[src/rtl/core/bzs_pkg.sv]
// Shared types, codes and fixed-point constants of the Bezier waypoint sampler.
// Used by the controller, the datapath, the divider and the top level.
package bzs_pkg;

	// fixed-point lengths, round(metres * 2^12)
	localparam int KQ_12 = 492;
	localparam int KQ_15 = 614;
	localparam int KQ_18 = 737;
	localparam int KQ_20 = 819;
	localparam int KQ_25 = 1024;
	localparam int KQ_35 = 1434;
	localparam int KQ_60 = 2458;
	localparam int KQ_80 = 3277;
	localparam int TOL_RESET = 410;
	localparam int CORDIC_GAIN = 9949;
	localparam int CORDIC_STEPS = 16;
	localparam int SQRT_STEPS = 25;
	localparam int DIV_BITS = 48;

	typedef struct packed {
		logic signed [23:0] pose_x;
		logic signed [23:0] pose_y;
		logic signed [15:0] pose_heading;
		logic               pose_ok;
		logic signed [23:0] goal_x;
		logic signed [23:0] goal_y;
		logic               goal_ok;
	} req_t;

	typedef struct packed {
		logic signed [23:0] waypoint_x;
		logic signed [23:0] waypoint_y;
		logic               final_point;
	} wpt_t;

	typedef enum logic [5:0] {
		OP_NOP, OP_LOAD, OP_DIFF, OP_MXX, OP_MYY, OP_MDZ, OP_CMP, OP_ITER,
		OP_MCDX, OP_MSDY, OP_MHS, OP_MHE, OP_MCH, OP_MSH, OP_MDXHE, OP_MDYHE,
		OP_DIVP2, OP_P2, OP_MMS, OP_NINIT, OP_NCNT, OP_MN2, OP_MN3, OP_N3,
		OP_W1, OP_W2, OP_M0, OP_M1, OP_M2, OP_M3, OP_SUM, OP_DIVQ, OP_Q,
		OP_MEX, OP_MEY, OP_EMIT, OP_NEXT, OP_EGOAL
	} op_t;

	typedef enum logic [5:0] {
		ST_IDLE, ST_CHKOK, ST_DIFF, ST_MXX, ST_MYY, ST_MDZ, ST_CMP, ST_ITER,
		ST_MCDX, ST_MSDY, ST_MHS, ST_MHE, ST_MCH, ST_MSH, ST_MDXHE, ST_DIVX,
		ST_WAITX, ST_P2X, ST_MDYHE, ST_DIVY, ST_WAITY, ST_P2Y, ST_MMS, ST_NINIT,
		ST_NCNT, ST_MN2, ST_MN3, ST_N3, ST_W1, ST_W2, ST_M0, ST_M1, ST_M2,
		ST_M3, ST_SUM, ST_DIVQ, ST_WAITQ, ST_Q, ST_MEX, ST_MEY, ST_E2,
		ST_EMIT, ST_NEXT, ST_EGOAL
	} state_t;

	typedef struct packed {
		op_t        op;
		logic [4:0] idx;
		logic       axis;
	} cmd_t;

	typedef struct packed {
		logic ok;
		logic near;
		logic div_busy;
		logic n_done;
		logic skip;
		logic fin;
		logic out_free;
	} sts_t;

	// arctangent of 2^-i, pi = 2^20
	function automatic logic [18:0] atan_lut(input logic [3:0] i);
		case (i)
			4'd0:    atan_lut = 19'd262144;
			4'd1:    atan_lut = 19'd154753;
			4'd2:    atan_lut = 19'd81767;
			4'd3:    atan_lut = 19'd41506;
			4'd4:    atan_lut = 19'd20834;
			4'd5:    atan_lut = 19'd10427;
			4'd6:    atan_lut = 19'd5215;
			4'd7:    atan_lut = 19'd2608;
			4'd8:    atan_lut = 19'd1304;
			4'd9:    atan_lut = 19'd652;
			4'd10:   atan_lut = 19'd326;
			4'd11:   atan_lut = 19'd163;
			4'd12:   atan_lut = 19'd81;
			4'd13:   atan_lut = 19'd41;
			4'd14:   atan_lut = 19'd20;
			4'd15:   atan_lut = 19'd10;
			default: atan_lut = 19'd0;
		endcase
	endfunction

endpackage

[src/rtl/core/bzs_ctrl.sv]
// Controller state machine: sequences the datapath, one command per cycle
// while no divider or output wait holds it. Depends on bzs_pkg.
module bzs_ctrl import bzs_pkg::*; (
	input  logic clk,
	input  logic arst_n,
	input  logic req_valid,
	output logic req_stall,
	input  sts_t sts,
	output cmd_t cmd
);
	state_t     st_q, st_nxt;
	logic [4:0] cnt_q, cnt_nxt;
	logic       axis_q, axis_nxt;

	always_ff @(posedge clk or negedge arst_n) begin
		if (!arst_n) begin
			st_q   <= ST_IDLE;
			cnt_q  <= '0;
			axis_q <= 1'b0;
		end else begin
			st_q   <= st_nxt;
			cnt_q  <= cnt_nxt;
			axis_q <= axis_nxt;
		end
	end

	// next state and command
	always_comb begin
		st_nxt   = st_q;
		cnt_nxt  = cnt_q;
		axis_nxt = axis_q;
		cmd.op   = OP_NOP;
		cmd.idx  = cnt_q;
		cmd.axis = axis_q;
		case (st_q)
			ST_IDLE: if (req_valid) begin
				cmd.op = OP_LOAD;
				st_nxt = ST_CHKOK;
			end
			ST_CHKOK: st_nxt = sts.ok ? ST_DIFF : ST_IDLE;
			ST_DIFF:  begin cmd.op = OP_DIFF; st_nxt = ST_MXX; end
			ST_MXX:   begin cmd.op = OP_MXX; st_nxt = ST_MYY; end
			ST_MYY:   begin cmd.op = OP_MYY; st_nxt = ST_MDZ; end
			ST_MDZ:   begin cmd.op = OP_MDZ; st_nxt = ST_CMP; end
			ST_CMP: begin
				cmd.op  = OP_CMP;
				cnt_nxt = '0;
				st_nxt  = sts.near ? ST_EGOAL : ST_ITER;
			end
			ST_ITER: begin
				cmd.op = OP_ITER;
				if (cnt_q == 5'(SQRT_STEPS - 1)) st_nxt = ST_MCDX;
				else cnt_nxt = cnt_q + 5'd1;
			end
			ST_MCDX:  begin cmd.op = OP_MCDX; st_nxt = ST_MSDY; end
			ST_MSDY:  begin cmd.op = OP_MSDY; st_nxt = ST_MHS; end
			ST_MHS:   begin cmd.op = OP_MHS; st_nxt = ST_MHE; end
			ST_MHE:   begin cmd.op = OP_MHE; st_nxt = ST_MCH; end
			ST_MCH:   begin cmd.op = OP_MCH; st_nxt = ST_MSH; end
			ST_MSH:   begin cmd.op = OP_MSH; st_nxt = ST_MDXHE; end
			ST_MDXHE: begin cmd.op = OP_MDXHE; st_nxt = ST_DIVX; end
			ST_DIVX:  begin cmd.op = OP_DIVP2; cmd.axis = 1'b0; st_nxt = ST_WAITX; end
			ST_WAITX: if (!sts.div_busy) st_nxt = ST_P2X;
			ST_P2X:   begin cmd.op = OP_P2; cmd.axis = 1'b0; st_nxt = ST_MDYHE; end
			ST_MDYHE: begin cmd.op = OP_MDYHE; st_nxt = ST_DIVY; end
			ST_DIVY:  begin cmd.op = OP_DIVP2; cmd.axis = 1'b1; st_nxt = ST_WAITY; end
			ST_WAITY: if (!sts.div_busy) st_nxt = ST_P2Y;
			ST_P2Y:   begin cmd.op = OP_P2; cmd.axis = 1'b1; st_nxt = ST_MMS; end
			ST_MMS:   begin cmd.op = OP_MMS; st_nxt = ST_NINIT; end
			ST_NINIT: begin cmd.op = OP_NINIT; st_nxt = ST_NCNT; end
			ST_NCNT: begin
				cmd.op = OP_NCNT;
				if (sts.n_done) st_nxt = ST_MN2;
			end
			ST_MN2:   begin cmd.op = OP_MN2; st_nxt = ST_MN3; end
			ST_MN3:   begin cmd.op = OP_MN3; st_nxt = ST_N3; end
			ST_N3:    begin cmd.op = OP_N3; st_nxt = ST_W1; end
			ST_W1: begin
				cmd.op   = OP_W1;
				axis_nxt = 1'b0;
				st_nxt   = ST_W2;
			end
			ST_W2:    begin cmd.op = OP_W2; st_nxt = ST_M0; end
			ST_M0:    begin cmd.op = OP_M0; st_nxt = ST_M1; end
			ST_M1:    begin cmd.op = OP_M1; st_nxt = ST_M2; end
			ST_M2:    begin cmd.op = OP_M2; st_nxt = ST_M3; end
			ST_M3:    begin cmd.op = OP_M3; st_nxt = ST_SUM; end
			ST_SUM:   begin cmd.op = OP_SUM; st_nxt = ST_DIVQ; end
			ST_DIVQ:  begin cmd.op = OP_DIVQ; st_nxt = ST_WAITQ; end
			ST_WAITQ: if (!sts.div_busy) st_nxt = ST_Q;
			ST_Q: begin
				cmd.op = OP_Q;
				if (!axis_q) begin
					axis_nxt = 1'b1;
					st_nxt   = ST_M0;
				end else begin
					st_nxt = ST_MEX;
				end
			end
			ST_MEX:   begin cmd.op = OP_MEX; st_nxt = ST_MEY; end
			ST_MEY:   begin cmd.op = OP_MEY; st_nxt = ST_E2; end
			ST_E2:    st_nxt = sts.skip ? ST_NEXT : ST_EMIT;
			ST_EMIT: if (sts.out_free) begin
				cmd.op = OP_EMIT;
				st_nxt = sts.fin ? ST_IDLE : ST_NEXT;
			end
			ST_NEXT:  begin cmd.op = OP_NEXT; st_nxt = ST_W1; end
			ST_EGOAL: if (sts.out_free) begin
				cmd.op = OP_EGOAL;
				st_nxt = ST_IDLE;
			end
			default:  st_nxt = ST_IDLE;
		endcase
	end

	assign req_stall = (st_q != ST_IDLE);
endmodule

[config.mk]
export PLATFORM = sky130hd
export DESIGN_NAME = bzs_ctrl
export DESIGN_NICKNAME = d
export VERILOG_FILES = /design/src/rtl/core/bzs_pkg.sv /design/src/rtl/core/bzs_ctrl.sv
export SDC_FILE = /design/constraint.sdc
export NUM_CORES = 1
export LEC_CHECK = 0
export ABC_AREA = 1
export BUFFER_PORTS_ARGS = -buffer_cell sky130_fd_sc_hd__clkbuf_2
export CORE_MARGIN = 5
export CORE_UTILIZATION = 60
export CTS_CLUSTER_DIAMETER = 80
export CTS_CLUSTER_SIZE = 12
export DETAILED_ROUTE_END_ITERATION = 7
export PLACE_DENSITY = 0.94
export SETUP_SLACK_MARGIN = 0.15
export SYNTH_ARGS = -nofsm -noshare
export SYNTH_HDL_FRONTEND = slang
export SYNTH_SLANG_ARGS = --single-unit
[constraint.sdc]
create_clock -name clk -period 3 [get_ports clk]
set_input_delay 0.45 -clock clk [delete_from_list [all_inputs] [get_ports clk]]
set_output_delay 0.45 -clock clk [all_outputs]
set_load 0.01 [all_outputs]
==> qor.yml, run 1 <==
synth_commonest_cells: "100 x nand2_1, 44 x nor2_1, 42 x nand3_1"
skew_ns: 0.002853
cts_tree: "done"
yosysWarnings: 0
drive_gt1_share_pct: 14.97
synth-xor-area-share_pct: 0
min_period_over_period_pct: 85.92
critical_path_class: "flip-flop to primary output"
synth_top_area_share_pct: 22.83
slowest_delay_ns: 0.61
fin_setup_tns_ns: 0
fin_crit_ns: 2.577
io_buffers: 22
cts.reportedPaths.clkPinSlew_ns: 0.07
cts_buffers: 3
dr.pass1.iters: 8
grt_pass1_vias: 1938
power.share.switching_pct: 60.54
end_kind: "primary output"
p_int_w: 0.0005949
ys_seq_area_share_pct: 18.26
yosysTopAreaCell: "nand2_1"
rsz0062_at_grt: "false"
path_delay_family: "simple AND/OR/NAND/NOR gates"
cp_data_arrival_time_ns: 2.13
power_switching_w: 0.0009126
grt_max_degree: 19
synth_area_leaders: "nand2_1 23%, dfrtp_1 18%, nand3_1 13%"
p_leak_nw: 1.137
gp_congestion: 1.073
multi_input_area_sq_um: 1171
cpMaxStageDelayCell: "nor4_1"
ys_ff_latch: 12
relSlewSlack_pct: 54.35
dpl_cell_area_sq_um: 1743
vias_per_cell: 6.145
crit_top_cell: "nand2_1"
p_per_area_nw_per_um2: 851.5
synth_area_sq_um: 1644
cts_sinks: 12
regArea_sq_um: 300.3
insertion_delay_ns: 0.27
hpwl_mm: 4.139
power_frac_clock_pct: 6.2
grt.total_usage_pct: 27.27
dieArea_sq_um: 3887
synth_edf_count: 0
routed_wl_mm: 5.387
hold_class: "input port to async pin"
grt_pass1_wl_mm: 8.873
dp_cells: 342
tightestPinTransition_ns: 0.6784
synth_cell_types: 31
synth_compound_area_share_pct: 6.545
fillCellCount: 243
clk_path_buf_depth: 2
synth_mux_area_share_pct: 0
syn2layout_area_growth_pct: 7.687
core_region_area_sq_um: 2686
status: "finished, final reports clean"
row_count: 19
synth_nets: 308
antenna_found_initial: 0
setup-violations-final: 0
power_frac_seq_pct: 18.6
comb_power_share_pct: 75.2
grt_overflow: 0
synth.avg_cell_area_sq_um: 5.554
die_h_um: 62.35
synth-main-ff-cell: "dfrtp_1"
cp.required_ns: 2.55
htree_levels: 1
cp_cell_sequence: "nand2_1, inv_1, nand3_1, nand2_1, nor4_1, nand2_1, clkbuf_2"
synth-adder-area-share_pct: 1.522
post_drt_wl_per_cell_um: 15.61
synth_cells: 296
initialDrtViolationCount: 333
cts_root_buffer: "clkbuf_4"
start_util_pct: 61.20
fmax_mhz: 388.0
slew_violations: 0
drc: 0
num_vias: 2120
antenna_left: 0
pin_count: 23
finalInstanceArea_sq_um: 1770
stdcell_count: 345
fp.dieW_um: 62.35
path_buf_inv: 2
cp_max_fo: 6
nNetsFinal: 328
synth_simple_gate_area_share_pct: 62.86
peakVddDrop_uv: 710.1
synthArstFlopShare_pct: 100.0
synth_top_family_by_area: "simple AND/OR/NAND/NOR gates"
timing.max_cap.violations: 0
power.total_w: 0.001507
critPathLaunchType: "flip-flop"
diodes: 0
synth.most_common_cell: "nand2_1"
hold_viol_final: 0
[cell type report]
| class | instances | share of cell area, % |
|---|---|---|
| multi-input cells | 244 | 66.15 |
| flip-flops and latches | 12 | 16.96 |
| inverters | 32 | 6.784 |
| repair buffers | 23 | 6.643 |
| well taps | 31 | 2.191 |
| clock buffers | 3 | 1.272 |
[state kept, by name (all words and copies together) (netlist names)]
register / flops
cnt_q: 5
st_q: 6
axis_q: 1
[worst paths after layout]
check	start	to	slack, ns	cells after the start
worst max register to register	st_q[5]	st_q[2]	0.92	7
worst min register to register	axis_q	axis_q	0.53	2
min in group clk	axis_q	axis_q	0.53	2
worst max-delay path	st_q[3]	cmd[10]	0.42	7
max in group asynchronous	arst_n	axis_q	2.72	1
worst min-delay path	arst_n	cnt_q[3]	0.05	1
[per-stage QoR]
| step | hold slack (ns) | util, % | worst slack (ns) |
|---|---|---|---|
| after floorplan | 0.1544 | - | 1.207 |
| after global routing | 0.06772 | 65.91 | 0.3065 |
| after global placement | 0.3419 | 64.88 | 0.6369 |
| after CTS | 0.06044 | 65.72 | 0.3402 |
| after detailed placement | 0.3459 | 64.88 | 0.6385 |
| final | 0.05412 | 65.91 | 0.4225 |
[timing repair]
action	4_1_cts	5_1_grt
resized for setup	0	2
setup endpoints to repair	0	1
hold buffers	0	0
setup buffers	0	0
[cells by family (layout without fill, tap and decap cells)]
group	after synthesis	after routing
AO/OA/AOI/OAI	18	18
AND/OR/NAND/NOR	224	224
buffers and inverters	40	58
adder cells (fa/ha/maj)	2	2
flip-flops	12	12
[power groups by stage]
stage,Clock [W],Sequential (W),Combinational [W]
floorplan,0,0.000266,0.000827
global placement,0,0.000270,0.00109
detailed placement,0,0.000275,0.00109
CTS,0.0000946,0.000273,0.00110
global route,0.000104,0.000290,0.00125
finish,0.0000934,0.000280,0.00113
[cell usage in the layout (no fill, tap or decap), drive strengths merged]
master	netlist	routed
nand2	102	102
nor2	51	51
nand3	48	48
inv	32	32
clkbuf	0	25
dfrtp	12	12
nand4	9	9
o21ai	8	8
nor3	7	7
a21oi	5	5
nor4	2	2
nor3b	2	2
ha	2	2
o211ai	1	1
a21boi	1	1
or3	1	1
a31o	1	1
a21o	1	1
nand3b	1	1
and3	1	1
o31ai	1	1
buf	8	1
[metal layers]
metal | GRT usage (%) | vias up | wire [um]
met2 | 42.23 | 176 | 2335
met4 | 10.61 | 0 | 234
met3 | 7.568 | 35 | 815
li1 | - | 1000 | -
met1 | 35.74 | 909 | 2002
met5 | 0 | - | 0
No activity file was read; power rests on OpenSTA's default activity.
==> inputs of run 2 (changes only) <==
--- a/config.mk
+++ b/config.mk
@@ -8,11 +8,11 @@
 export ABC_AREA = 1
 export BUFFER_PORTS_ARGS = -buffer_cell sky130_fd_sc_hd__clkbuf_2
 export CORE_MARGIN = 5
-export CORE_UTILIZATION = 60
+export CORE_UTILIZATION = 58
 export CTS_CLUSTER_DIAMETER = 80
 export CTS_CLUSTER_SIZE = 12
 export DETAILED_ROUTE_END_ITERATION = 7
-export PLACE_DENSITY = 0.94
+export PLACE_DENSITY = 0.92
 export SETUP_SLACK_MARGIN = 0.15
 export SYNTH_ARGS = -nofsm -noshare
 export SYNTH_HDL_FRONTEND = slang
==> constraint.sdc (replaced) <==
create_clock -name clk -period 2.9 [get_ports clk]
set_input_delay 0.435 -clock clk [delete_from_list [all_inputs] [get_ports clk]]
set_output_delay 0.435 -clock clk [all_outputs]
set_load 0.01 [all_outputs]
==> qor.yml, run 2 (synthesis results as in run 1) <==
routed_wl_mm: 5.622
cts_buffers: 3
end_kind: "primary output"
vias_per_cell: 6.229
dpl_cell_area_sq_um: 1773
num_vias: 2174
dp_cells: 346
peakVddDrop_uv: 1033
cts_tree: "done"
power_frac_clock_pct: 6.4
cp.required_ns: 2.47
gp_congestion: 1.115
start_util_pct: 60.14
grt.total_usage_pct: 28.82
tightestPinTransition_ns: 0.5824
grt_overflow: 0
largest_reg_flops: 6
setup-violations-final: 0
fmax_mhz: 396.3
grt_max_degree: 19
grt_pass1_wl_mm: 9.404
hold_viol_final: 0
fin_crit_ns: 2.523
skew_ns: 0.005172
p_leak_nw: 1.156
layout_common_cells: "100 x nand2_1, 44 x nor2_1, 42 x nand3_1, 30 x inv_1, 22 x clkbuf_2"
hold-worst-slack_ns: 0.03212
cp_max_fo: 12
cts_sinks: 12
hpwl_mm: 4.297
dieArea_sq_um: 3999
power.total_w: 0.001628
antenna_left: 0
relSlewSlack_pct: 61.13
p_per_area_nw_per_um2: 906.6
initialDrtViolationCount: 284
htree_levels: 1
die_h_um: 63.24
cp_data_arrival_time_ns: 2.09
dr.pass1.iters: 5
critPathLaunchType: "flip-flop"
largest_register: "st_q"
grt_pass1_vias: 2087
syn2layout_area_growth_pct: 9.208
power.share.switching_pct: 60.60
antenna_found_initial: 0
fp.dieW_um: 63.24
cts_root_buffer: "clkbuf_4"
power_switching_w: 0.0009865
hold_class: "input port to async pin"
core_region_area_sq_um: 2734
cts_setup_buffers: 0
clk_path_buf_depth: 2
critical_path_class: "flip-flop to primary output"
post_drt_wl_per_cell_um: 16.11
row_count: 19
stdcell_count: 349
p_int_w: 0.0006413
comb_power_share_pct: 76.1
rsz0062_at_grt: "false"
drive_gt1_share_pct: 15.41
ctsResizeCount: 0
fin_setup_tns_ns: 0
nNetsFinal: 332
insertion_delay_ns: 0.28
timing.max_cap.violations: 0
holdBufCountCts: 0
cts.reportedPaths.clkPinSlew_ns: 0.07
fillCellCount: 273
slew_violations: 0
final_common_cell: "nand2_1"
status: "finished, final reports clean"
pin_count: 23
finalInstanceArea_sq_um: 1795
drc: 0
io_buffers: 22
power_frac_seq_pct: 17.5
top_regs: "st_q (6), cnt_q (5), axis_q (1)"
diodes: 0
min_period_over_period_pct: 87.02
-- run 2: cell types whose count changed in the layout (fill, tap and decap cells not counted), sizes merged --
| cell | delta |
|---|---|
| buf | +4 |
-- run 2: per-stage QoR --
stage | worst slack [ns] | util, %
floorplan | 1.122 | -
global placement | 0.7864 | 64.85
detailed placement | 0.8134 | 64.85
CTS | 0.5087 | 65.68
global route | 0.3124 | 65.68
finish | 0.3765 | 65.68
-- run 2: critical path: stages, from the launching register on --
cell      delay [ns]
dfrtp_1         0.46
inv_2           0.09
nor2_1          0.04
buf_4           0.19
nand3_1         0.17
nand2_1         0.10
nor4_1          0.49
nand2_1         0.11
clkbuf_2        0.15
-- run 2: worst paths after layout --
kind                       depth (start not counted)  slack (ns)    start       end
setup / recovery                                   8        0.38  st_q[0]   cmd[10]
setup reg to reg                                  10        0.98  st_q[1]   st_q[1]
min in group clk                                   2        0.55   axis_q    axis_q
hold / removal                                     1        0.03   arst_n   st_q[4]
hold reg to reg                                    2        0.55   axis_q    axis_q
max in group asynchronous                          1        2.63   arst_n  cnt_q[0]
-- run 2: layout make-up --
class | count | area, sq um | area share [%]
Inverter | 32 | 120.1 | 6.690
Clock buffer | 3 | 22.52 | 1.254
Sequential cell | 12 | 300.3 | 16.72
Multi-Input combinational cell | 244 | 1166 | 64.95
Tap cell | 31 | 38.79 | 2.160
Timing Repair Buffer | 27 | 147.6 | 8.223
-- run 2: power by group through the flow --
stage	combinational [W]	clock [W]	sequential, W
global route	0.00134	0.000116	0.000291
finish	0.00124	0.000105	0.000284
CTS	0.00119	0.000104	0.000282
detailed placement	0.00119	0	0.000285
global placement	0.00120	0	0.000279
floorplan	0.000856	0	0.000275
-- run 2: per-layer routing --
metal / track usage (%) / vias up / share of wire [%]
met1: 37.24 / 932 / 37
met3: 5.506 / 43 / 12
li1: - / 1013 / -
met5: 0 / - / 0
met4: 13.51 / 0 / 5.6
met2: 46.03 / 186 / 45
==> inputs of run 3 (changes only) <==
--- a/config.mk
+++ b/config.mk
@@ -5,14 +5,15 @@
 export SDC_FILE = /design/constraint.sdc
 export NUM_CORES = 1
 export LEC_CHECK = 0
-export ABC_AREA = 1
 export BUFFER_PORTS_ARGS = -buffer_cell sky130_fd_sc_hd__clkbuf_2
 export CORE_MARGIN = 5
-export CORE_UTILIZATION = 58
+export CORE_UTILIZATION = 57
 export CTS_CLUSTER_DIAMETER = 80
 export CTS_CLUSTER_SIZE = 12
 export DETAILED_ROUTE_END_ITERATION = 7
-export PLACE_DENSITY = 0.92
+export GPL_TIMING_DRIVEN = 0
+export MAX_ROUTING_LAYER = met4
+export PLACE_DENSITY = 0.91
 export SETUP_SLACK_MARGIN = 0.15
 export SYNTH_ARGS = -nofsm -noshare
 export SYNTH_HDL_FRONTEND = slang
==> qor.yml, run 3 <==
status: "finished, final reports clean"
synth.avg_cell_area_sq_um: 7.179
p_leak_nw: 0.6634
largest_register: "st_q"
synth_top_area_share_pct: 20.71
r2r_cells: 5
synth_nets: 214
synth_edf_count: 0
peakVddDrop_uv: 946.2
ys_seq_area_share_pct: 20.71
p_per_area_nw_per_um2: 1213
initialDrtViolationCount: 132
grt.total_usage_pct: 27.60
dieArea_sq_um: 3653
p_int_w: 0.0008544
relSlewSlack_pct: 62.32
rsz0062_at_grt: "false"
hold_class: "input port to async pin"
largest_reg_flops: 6
dr.pass1.iters: 5
synth.most_common_cell: "a21oi_1"
start_util_pct: 59.07
ys_ff_latch: 12
cp_max_fo: 10
slew_violations: 0
cts_root_buffer: "clkbuf_4"
core_region_area_sq_um: 2455
syn2layout_area_growth_pct: 11.73
fp.dieW_um: 60.44
final_core_util_pct: 66.00
skew_ns: 0.01362
synth_area_sq_um: 1450
vias_per_cell: 6.840
drive_gt1_share_pct: 20.80
critical_path_class: "flip-flop to primary output"
min_period_over_period_pct: 88.89
final_common_cell: "clkbuf_2"
synth_cell_types: 58
gp_congestion: 0.9696
antenna_left: 0
htree_levels: 1
comb_power_share_pct: 80.2
diodes: 0
yosysTopAreaCell: "dfrtp_1"
num_vias: 1751
regArea_sq_um: 300.3
die_h_um: 60.44
grt_overflow: 0
nNetsFinal: 240
multi_input_area_sq_um: 1040
yosysWarnings: 0
post_drt_wl_per_cell_um: 17.55
top_regs: "st_q (6), cnt_q (5), axis_q (1)"
power_frac_seq_pct: 14.5
cts_setup_buffers: 0
row_count: 18
fillCellCount: 227
insertion_delay_ns: 0.28
clk_path_buf_depth: 2
holdBufCountCts: 0
synth_area_leaders: "dfrtp_1 21%, a21oi_1 6.9%, nor2_1 4.9%"
hpwl_mm: 3.315
fin_crit_ns: 2.578
synth_cells: 202
drc: 0
ctsResizeCount: 0
cts.reportedPaths.clkPinSlew_ns: 0.08
cts_buffers: 3
layout_common_cells: "25 x clkbuf_2, 20 x a21oi_1, 19 x nor2_1, 15 x nand2_1, 12 x dfrtp_1"
grt_pass1_wl_mm: 7.431
cts_sinks: 12
synth_commonest_cells: "20 x a21oi_1, 19 x nor2_1, 15 x nand2_1"
setup-violations-final: 0
power_frac_clock_pct: 5.3
fin_setup_tns_ns: 0
pin_count: 23
cp.required_ns: 2.47
tightestPinTransition_ns: 0.5641
synth-main-ff-cell: "dfrtp_1"
fmax_mhz: 387.9
power.share.switching_pct: 56.54
timing.max_cap.violations: 0
power_switching_w: 0.001111
end_kind: "primary output"
io_buffers: 22
critPathLaunchType: "flip-flop"
hold_viol_final: 0
antenna_found_initial: 0
cts_tree: "done"
synthArstFlopShare_pct: 100.0
power.total_w: 0.001966
grt_pass1_vias: 1554
grt_max_degree: 13
routed_wl_mm: 4.492
cp_data_arrival_time_ns: 2.14
run 3: area by class of cell:
cell class	count	share of cell area, %
multi-input combinational	165	64.17
sequential	12	18.53
timing repair buffer	22	6.795
buffer	18	5.405
tap	30	2.317
clock buffer	3	1.390
inverter	6	1.390
run 3: critical path, stage by stage (launching register included):
cell      delay, ns
dfrtp_1        0.32
buf_2          0.20
buf_2          0.25
clkbuf_1       0.41
a21oi_1        0.13
a311oi_1       0.24
o21ai_0        0.10
nand2_1        0.10
clkbuf_2       0.13
run 3: stage by stage:
stage / cells / cell area [sq um] / setup slack [ns] / hold WS, ns
5_1_grt: 256 / 1620 / 0.1731 / 0.04724
3_5_place_dp: 254 / 1598 / 0.5177 / 0.3317
6_report: 256 / 1620 / 0.3222 / 0.02478
4_1_cts: 257 / 1620 / 0.1908 / 0.03297
3_3_place_gp: 254 / 1598 / 0.5415 / 0.3283
2_1_floorplan: 202 / 1450 / 0.7829 / 0.1394
run 3: metal layers:
layer	vias up	track usage (%)	wire, um
met5	-	-	0
met2	126	40.28	1994
li1	803	-	-
met1	804	38.23	1793
met3	18	6.170	592
met4	0	8.050	112
run 3: logic make-up (layout without fill, tap and decap cells):
logic type / count (synthesis) / in the layout / share of synthesized area [%]
and+or+nand+nor: 91 / 91 / 35.55
AOI/OAI and AO/OA: 63 / 63 / 28.39
buffers and inverters: 25 / 49 / 7.592
DFF: 12 / 12 / 20.71
xor gates and xnor gates: 5 / 5 / 3.020
muxes: 4 / 4 / 3.020
adders and majority gates: 2 / 2 / 1.725
run 3: final timing paths:
path | start | endpoint | slack, ns
max reg2reg | st_q[4] | st_q[0] | 0.74
min reg2reg | axis_q | axis_q | 0.59
min in group clk | req_valid | st_q[2] | 0.59
max | st_q[1] | cmd[6] | 0.32
max in group asynchronous | arst_n | st_q[5] | 2.63
min | arst_n | cnt_q[3] | 0.02
run 3: power by group through the flow:
| stage | logic [W] | clock network [W] | registers [W] |
|---|---|---|---|
| finish | 0.00158 | 0.000105 | 0.000285 |
| global route | 0.00173 | 0.000111 | 0.000291 |
| CTS | 0.00154 | 0.000104 | 0.000284 |
| detailed placement | 0.00153 | 0 | 0.000286 |
| global placement | 0.00152 | 0 | 0.000280 |
| floorplan | 0.00112 | 0 | 0.000283 |
